--- config.mk ---
export PLATFORM = sky130hd
export DESIGN_NAME = fixed_width_number_formatter
export DESIGN_NICKNAME = d
export VERILOG_FILES = /design/src/rtl/fwnf_pkg.sv /design/src/rtl/fixed_width_number_formatter.sv
export SDC_FILE = /design/constraint.sdc
export NUM_CORES = 1
export LEC_CHECK = 0
export BUFFER_PORTS_ARGS = -buffer_cell sky130_fd_sc_hd__buf_2
export CORE_MARGIN = 3
export CORE_UTILIZATION = 45
export DETAILED_ROUTE_END_ITERATION = 12
export PLACE_DENSITY = 0.6
export SLEW_MARGIN = 40
export SYNTH_ARGS = -nofsm -noshare
export SYNTH_HDL_FRONTEND = slang
export SYNTH_SLANG_ARGS = --single-unit
export TNS_END_PERCENT = 5
--- constraint.sdc ---
create_clock -name aclk -period 7.05 [get_ports aclk]
set_input_delay 1.41 -clock aclk [delete_from_list [all_inputs] [get_ports aclk]]
set_output_delay 1.41 -clock aclk [all_outputs]
set_load 0.02 [all_outputs]
--- src/rtl/fwnf_pkg.sv ---
// Shared types and constants for the fixed-width number formatter.
`timescale 1ns / 1ps
`default_nettype none

package fwnf_pkg;

    localparam int MAX_DIGITS      = 10;
    localparam int HEX_DIGIT_LIMIT = 8;

    // Symbol kinds on the result channel
    localparam logic [1:0] KIND_DIGIT    = 2'd0;
    localparam logic [1:0] KIND_PAD      = 2'd1;
    localparam logic [1:0] KIND_OVERFLOW = 2'd2;
    localparam logic [1:0] KIND_TERM     = 2'd3;

    // Alignment modes; the unused code behaves as left align
    localparam logic [1:0] ALIGN_LEFT = 2'd0;
    localparam logic [1:0] ALIGN_PAD  = 2'd1;
    localparam logic [1:0] ALIGN_ZERO = 2'd2;

    // Decimal place values, wide enough to hold nine times the top one
    localparam logic [35:0] POW_DEC [MAX_DIGITS] = '{
        36'd1, 36'd10, 36'd100, 36'd1000, 36'd10000, 36'd100000,
        36'd1000000, 36'd10000000, 36'd100000000, 36'd1000000000
    };

    typedef struct packed {
        logic [31:0] value;
        logic        hex_radix;
        logic [1:0]  align_mode;
        logic [3:0]  digit_count;
    } fwnf_in_t;

    typedef struct packed {
        logic [1:0] symbol_kind;
        logic [3:0] digit_value;
        logic       last;
    } fwnf_out_t;

endpackage

`default_nettype wire

--- src/rtl/fixed_width_number_formatter.sv ---
// Throughput: one symbol per cycle unless m_ready stalls the output; a request holds the symbol
// sequencer for its symbols plus the terminator, and that sequencer sets the sustained rate.
// Requests enter a ten-stage digit pipeline plus a prepare stage, one per cycle while free.
// Reset: synchronous, active-low aresetn clears all valid flags and the sequencer.
`timescale 1ns / 1ps
`default_nettype none

module fixed_width_number_formatter (
    input  wire                  aclk,
    input  wire                  aresetn,
    input  wire                  s_valid,
    output logic                 s_ready,
    input  fwnf_pkg::fwnf_in_t   s_data,
    output logic                 m_valid,
    input  wire                  m_ready,
    output fwnf_pkg::fwnf_out_t  m_data
);
    import fwnf_pkg::*;

    localparam int NSTG = MAX_DIGITS;

    typedef struct packed {
        logic [31:0]                 rem;
        logic                        hex;
        logic [1:0]                  mode;
        logic [3:0]                  n;
        logic [MAX_DIGITS-1:0][3:0]  dig;
    } stage_t;

    typedef struct packed {
        logic [MAX_DIGITS-1:0][3:0]  dig;
        logic [1:0]                  mode;
        logic [3:0]                  n;
        logic                        ovf;
        logic [3:0]                  fpos;
        logic [3:0]                  start;
    } prep_t;

    stage_t            st_reg  [NSTG];
    stage_t            st_next [NSTG];
    stage_t            entry_next;
    logic [NSTG-1:0]   st_v_reg;
    logic [NSTG-1:0]   st_en;

    prep_t             prep_reg;
    prep_t             prep_next;
    logic              prep_v_reg;
    logic              prep_en;

    prep_t             ser_reg;
    logic              ser_busy_reg;
    logic              ser_term_reg;
    logic [3:0]        ser_pos_reg;
    logic              ser_load;
    logic              emit;
    logic              slot;
    fwnf_out_t         sym;

    logic              m_valid_reg;
    fwnf_out_t         m_data_reg;

    // Stall chain: a stage loads when empty or when its contents move on
    assign slot     = !m_valid_reg || m_ready;
    assign emit     = ser_busy_reg && slot;
    assign ser_load = prep_v_reg && (!ser_busy_reg || (emit && ser_term_reg));
    assign prep_en  = !prep_v_reg || ser_load;

    always_comb begin
        st_en[NSTG-1] = !st_v_reg[NSTG-1] || prep_en;
        for (int k = NSTG - 2; k >= 0; k--) begin
            st_en[k] = !st_v_reg[k] || st_en[k+1];
        end
    end

    assign s_ready = st_en[0];

    // Entry stage: clamp the digit count
    always_comb begin
        logic [3:0] n;
        n = s_data.digit_count;
        if (n == 4'd0) begin
            n = 4'd1;
        end
        if (n > 4'(MAX_DIGITS)) begin
            n = 4'(MAX_DIGITS);
        end
        if (s_data.hex_radix && (n > 4'(HEX_DIGIT_LIMIT))) begin
            n = 4'(HEX_DIGIT_LIMIT);
        end
        entry_next.rem  = s_data.value;
        entry_next.hex  = s_data.hex_radix;
        entry_next.mode = s_data.align_mode;
        entry_next.n    = n;
        entry_next.dig  = '0;
    end

    // Digit stages: stage k extracts the digit at place MAX_DIGITS-k
    always_comb begin
        logic [35:0] cand;
        logic [35:0] sub;
        logic [3:0]  q;
        logic [39:0] remx;
        st_next[0] = entry_next;
        for (int k = 1; k < NSTG; k++) begin
            st_next[k] = st_reg[k-1];
            sub  = '0;
            q    = '0;
            // places above the value's top nibble read as zero
            remx = {8'd0, st_reg[k-1].rem};
            for (int m = 1; m <= 9; m++) begin
                cand = 36'(m) * POW_DEC[MAX_DIGITS - k];
                if ({4'd0, st_reg[k-1].rem} >= cand) begin
                    sub = cand;
                    q   = 4'(m);
                end
            end
            if (st_reg[k-1].hex) begin
                st_next[k].dig[MAX_DIGITS-k] = remx[4*(MAX_DIGITS-k) +: 4];
            end else begin
                st_next[k].dig[MAX_DIGITS-k] = q;
                st_next[k].rem = st_reg[k-1].rem - sub[31:0];
            end
        end
    end

    // Prepare stage: overflow, first significant place and starting place
    always_comb begin
        logic [MAX_DIGITS-1:0][3:0] d;
        logic                       ovf;
        logic [3:0]                 fpos;
        d      = st_reg[NSTG-1].dig;
        d[0]   = st_reg[NSTG-1].rem[3:0];
        ovf    = 1'b0;
        fpos   = 4'd0;
        for (int j = 0; j < MAX_DIGITS; j++) begin
            if (4'(j) >= st_reg[NSTG-1].n) begin
                if (d[j] != 4'd0) begin
                    ovf = 1'b1;
                end
            end else if (d[j] != 4'd0) begin
                fpos = 4'(j);
            end
        end
        prep_next.dig  = d;
        prep_next.mode = st_reg[NSTG-1].mode;
        prep_next.n    = st_reg[NSTG-1].n;
        prep_next.ovf  = ovf;
        prep_next.fpos = fpos;
        if (!ovf && (st_reg[NSTG-1].mode != ALIGN_PAD) && (st_reg[NSTG-1].mode != ALIGN_ZERO)) begin
            prep_next.start = fpos;
        end else begin
            prep_next.start = st_reg[NSTG-1].n - 4'd1;
        end
    end

    // Symbol for the current place
    always_comb begin
        sym = '0;
        if (ser_term_reg) begin
            sym.symbol_kind = KIND_TERM;
            sym.last        = 1'b1;
        end else if (ser_reg.ovf && (ser_pos_reg == ser_reg.n - 4'd1)) begin
            sym.symbol_kind = KIND_OVERFLOW;
        end else if ((ser_reg.mode == ALIGN_PAD) && !ser_reg.ovf && (ser_pos_reg > ser_reg.fpos)) begin
            sym.symbol_kind = KIND_PAD;
        end else begin
            sym.symbol_kind = KIND_DIGIT;
            sym.digit_value = ser_reg.dig[ser_pos_reg];
        end
    end

    always_ff @(posedge aclk) begin
        if (!aresetn) begin
            st_v_reg     <= '0;
            prep_v_reg   <= 1'b0;
            ser_busy_reg <= 1'b0;
            ser_term_reg <= 1'b0;
            m_valid_reg  <= 1'b0;
        end else begin
            for (int k = 0; k < NSTG; k++) begin
                if (st_en[k]) begin
                    st_v_reg[k] <= (k == 0) ? s_valid : st_v_reg[(k == 0) ? 0 : k - 1];
                end
            end
            if (prep_en) begin
                prep_v_reg <= st_v_reg[NSTG-1];
            end
            if (slot) begin
                m_valid_reg <= emit;
            end
            // Load the next request when idle or as the terminator leaves, else advance one place
            if (ser_load) begin
                ser_busy_reg <= 1'b1;
                ser_term_reg <= 1'b0;
            end else if (emit) begin
                if (ser_term_reg) begin
                    ser_busy_reg <= 1'b0;
                end else if (ser_pos_reg == 4'd0) begin
                    ser_term_reg <= 1'b1;
                end
            end
        end
    end

    // Payload registers
    always_ff @(posedge aclk) begin
        for (int k = 0; k < NSTG; k++) begin
            if (st_en[k]) begin
                st_reg[k] <= st_next[k];
            end
        end
        if (prep_en) begin
            prep_reg <= prep_next;
        end
        if (emit) begin
            m_data_reg <= sym;
        end
        if (ser_load) begin
            ser_reg     <= prep_reg;
            ser_pos_reg <= prep_reg.start;
        end else if (emit && !ser_term_reg && (ser_pos_reg != 4'd0)) begin
            ser_pos_reg <= ser_pos_reg - 4'd1;
        end
    end

    assign m_valid = m_valid_reg;
    assign m_data  = m_data_reg;

`ifndef SYNTH
    a_last_on_term: assert property (@(posedge aclk) disable iff (!aresetn)
        m_valid |-> (m_data.last == (m_data.symbol_kind == KIND_TERM)))
        else $error("last flag does not match terminator");

    a_zero_value: assert property (@(posedge aclk) disable iff (!aresetn)
        (m_valid && (m_data.symbol_kind != KIND_DIGIT)) |-> (m_data.digit_value == 4'd0))
        else $error("non-digit symbol carries a digit value");

    a_pos_in_field: assert property (@(posedge aclk) disable iff (!aresetn)
        (ser_busy_reg && !ser_term_reg) |-> (ser_pos_reg < ser_reg.n))
        else $error("sequencer place outside the field");

    a_ovf_start: assert property (@(posedge aclk) disable iff (!aresetn)
        (prep_v_reg && prep_reg.ovf) |-> (prep_reg.start == prep_reg.n - 4'd1))
        else $error("overflow request does not start at the top place");
`endif

endmodule

`default_nettype wire
==> impl_results.md <==
* Die Ht at 282 µm
* Slew margin rel. at 0.462
* RSZ-0062 raised after global routing: false
* Synth top area share at 0.566
* Width of the die at 282 µm
* Initial DRC count at 1628
* Clock transition at path regs at 60 ps
* RD Place Congestion at 0.913
* Final period util at 0.884
* Crit path cell chain: or4_4, or4b_1, or3_1, nor2_4, nand2_2, or3b_1, a221oi_1, or2_2, ha_1, inv_1, fa_1, a21o_1, a21oi_1, o21ai_1, a31oi_1, o21ai_1, nor4_1, nand2_1, nor4_1, xor2_1
* Row Count at 100
* Top post-synthesis cells by area: edfxtp_1, ha_1, o21ai_0, nand2_1, nor2_1
* Crit path kind: flop to flop
* Routed Antenna Nets at 0
* Area growth from synthesis to layout at 10.6%
* Count of final hold-check violations at 0
* Clk_skew at 37.0 ps
* Core area at 0.0749 mm²
* Max reg flops at 532
* Clock buffer count from CTS at 72
* Final setup TNS at 0 ps
* # Post-CTS Setup Buffers at 0
* Number of buffers added on ports at 51
* Die ar. at 0.0796 mm²
* First-pass GRT wire length at 116000 µm
* Worst path bufs/invs at 1
* Commonest non-fill, non-tap cell in the layout: edfxtp_1
* Slew @ Worst Pin at 798 ps
* Synthesized flop and latch total at 661
* Final setup viols at 0
* Starting density of the core at 0.458
* Crit-path max FO at 6
* Vias at 23200
* Ys flop type: edfxtp_1
* GRT Total Usage at 0.180
* CP Launch Type: flop
* Hold_ws at 400 ps
* Wire length per cell at 17.9 µm
* Max H-tree Level at 3
* Synth async-reset ratio at 0
* Cell Pwr Density at 353 mW/mm²
* Synth Cell Area at 0.0343 mm²
* GRT overflow at 0
* Yosys Warn Count at 0
* CTS max path bufs at 3
* Seq/Total Area, Yosys at 0.575
* Final wirelength at 72700 µm
* Pleak at 0.0143 µW
* Total Power at 13400 µW
* Most frequent cells in the layout: edfxtp_1, nand2_1, o21ai_0
* Post-synth EDFFs at 647
* Post_cts resized at 0
* Distinct cell type count after synthesis at 85
* Status: completed
* Vias in the first global route at 22500
* Mean post-synth cell area at 11.3 µm²
* VDD IR max at 0.195 mV
* Cell accounting for the most synthesized area: edfxtp_1
* Detailed-placement wirelength estimate at 52700 µm
* Max-slew violations at 0
* Nets at 3234
* Hold crit path type: flop to flop
* Post-CTS Hold Buffers at 0
* Gate Count Post-Synth at 3027
* Critical Path AT at 6560 ps
* TritonCTS clock tree: built
* Crit-path max cell delay at 560 ps
* Period minus WS final at 6230 ps
* Crit. End Element: flop
* MaxCap Viol Count at 0
* Critical path's top delay family: simple AND/OR/NAND/NOR gates
* DRC violations left at 0
* Clock sink count at 661
* Worst skew pair latency at 620 ps
* Syn nets at 3216
* Clock Root Buffer: clkbuf_16
* Initial antenna violation count at 1
* Largest net degree at the start of global routing at 71
* Slowest cell on crit path: or4_4
* Layout cells sized above 1 at 0.0800
* Worst Path Required at 7380 ps
* Highest clock rate at 0.161 GHz
* Diodes inserted at 0
* Via density at 5.71
* Total I/O pin count at 52
* DR pass1 iterations at 5
cell usage after synthesis (20+ instances only):
cell type / count
nor4_1: 58
nor2b_1: 33
a31oi_1: 30
nor3_1: 81
a21o_1: 51
xnor2_1: 89
a211oi_1: 29
nor2_1: 210
o21ai_0: 243
nand2b_1: 49
or3_1: 29
o21bai_1: 20
o31ai_1: 46
o21a_1: 45
edfxtp_1: 647
o211ai_1: 20
and2_1: 25
a21oi_1: 152
nand2_1: 309
inv_1: 108
ha_1: 137
o21ai_1: 23
nand3_1: 70
clkbuf_1: 123
nand4_1: 27
mux2_2: 22
xor2_1: 90
worst paths after layout:
check	startpoint	endpoint	slack, ps	depth (start not counted)
worst max-delay path	st_reg[5][71]	st_reg[6][73]	820	20
worst min-delay path	st_reg[8][22]	st_reg[9][22]	400	0
worst max register to register	st_reg[5][71]	st_reg[6][73]	820	20
worst min register to register	st_reg[8][22]	st_reg[9][22]	400	0
per-stage QoR:
step                      setup WS (ps)  cells   util  cell area [µm²]
after floorplan                     534   3027      -            34300
after CTS                           831   4069  0.506            37900
final                               820   4070  0.506            37900
after detailed placement            851   3939  0.474            35500
after global placement              971   3937  0.473            35400
after global routing                349   4070  0.506            37900
power breakdown:
| group | internal [µW] | switching (µW) |
|---|---|---|
| logic | 1400 | 1730 |
| registers | 5440 | 1080 |
| clock network | 2200 | 1520 |
routing by layer:
layer,global-route usage,vias to the layer above,part of all wire
li1,-,11400,-
met3,0.0266,166,0.038
met2,0.297,499,0.48
met5,0,-,0
met4,0.0754,0,0.038
met1,0.240,11100,0.45
cells by family (layout without fill, tap and decap cells):
logic type      after synthesis  count (layout)  share of synthesized area
mux                          43              43                     0.0163
xor+xnor                    179             179                     0.0457
fa+ha+maj                   146             146                     0.0552
buf+inv                     240             314                     0.0267
simple gates                979             979                      0.138
flops                       661             661                      0.575
compound gates              779             779                      0.143
area by class of cell:
class / count / area [µm²]
clock inverter: 45 / 534
clock buffer: 85 / 1850
multi-input combinational: 2126 / 13700
tap: 969 / 1210
sequential: 661 / 19700
timing repair buffer: 76 / 474
inverter: 108 / 410
fill: 6489 / 37000
Power figures use the tool's default switching activity.
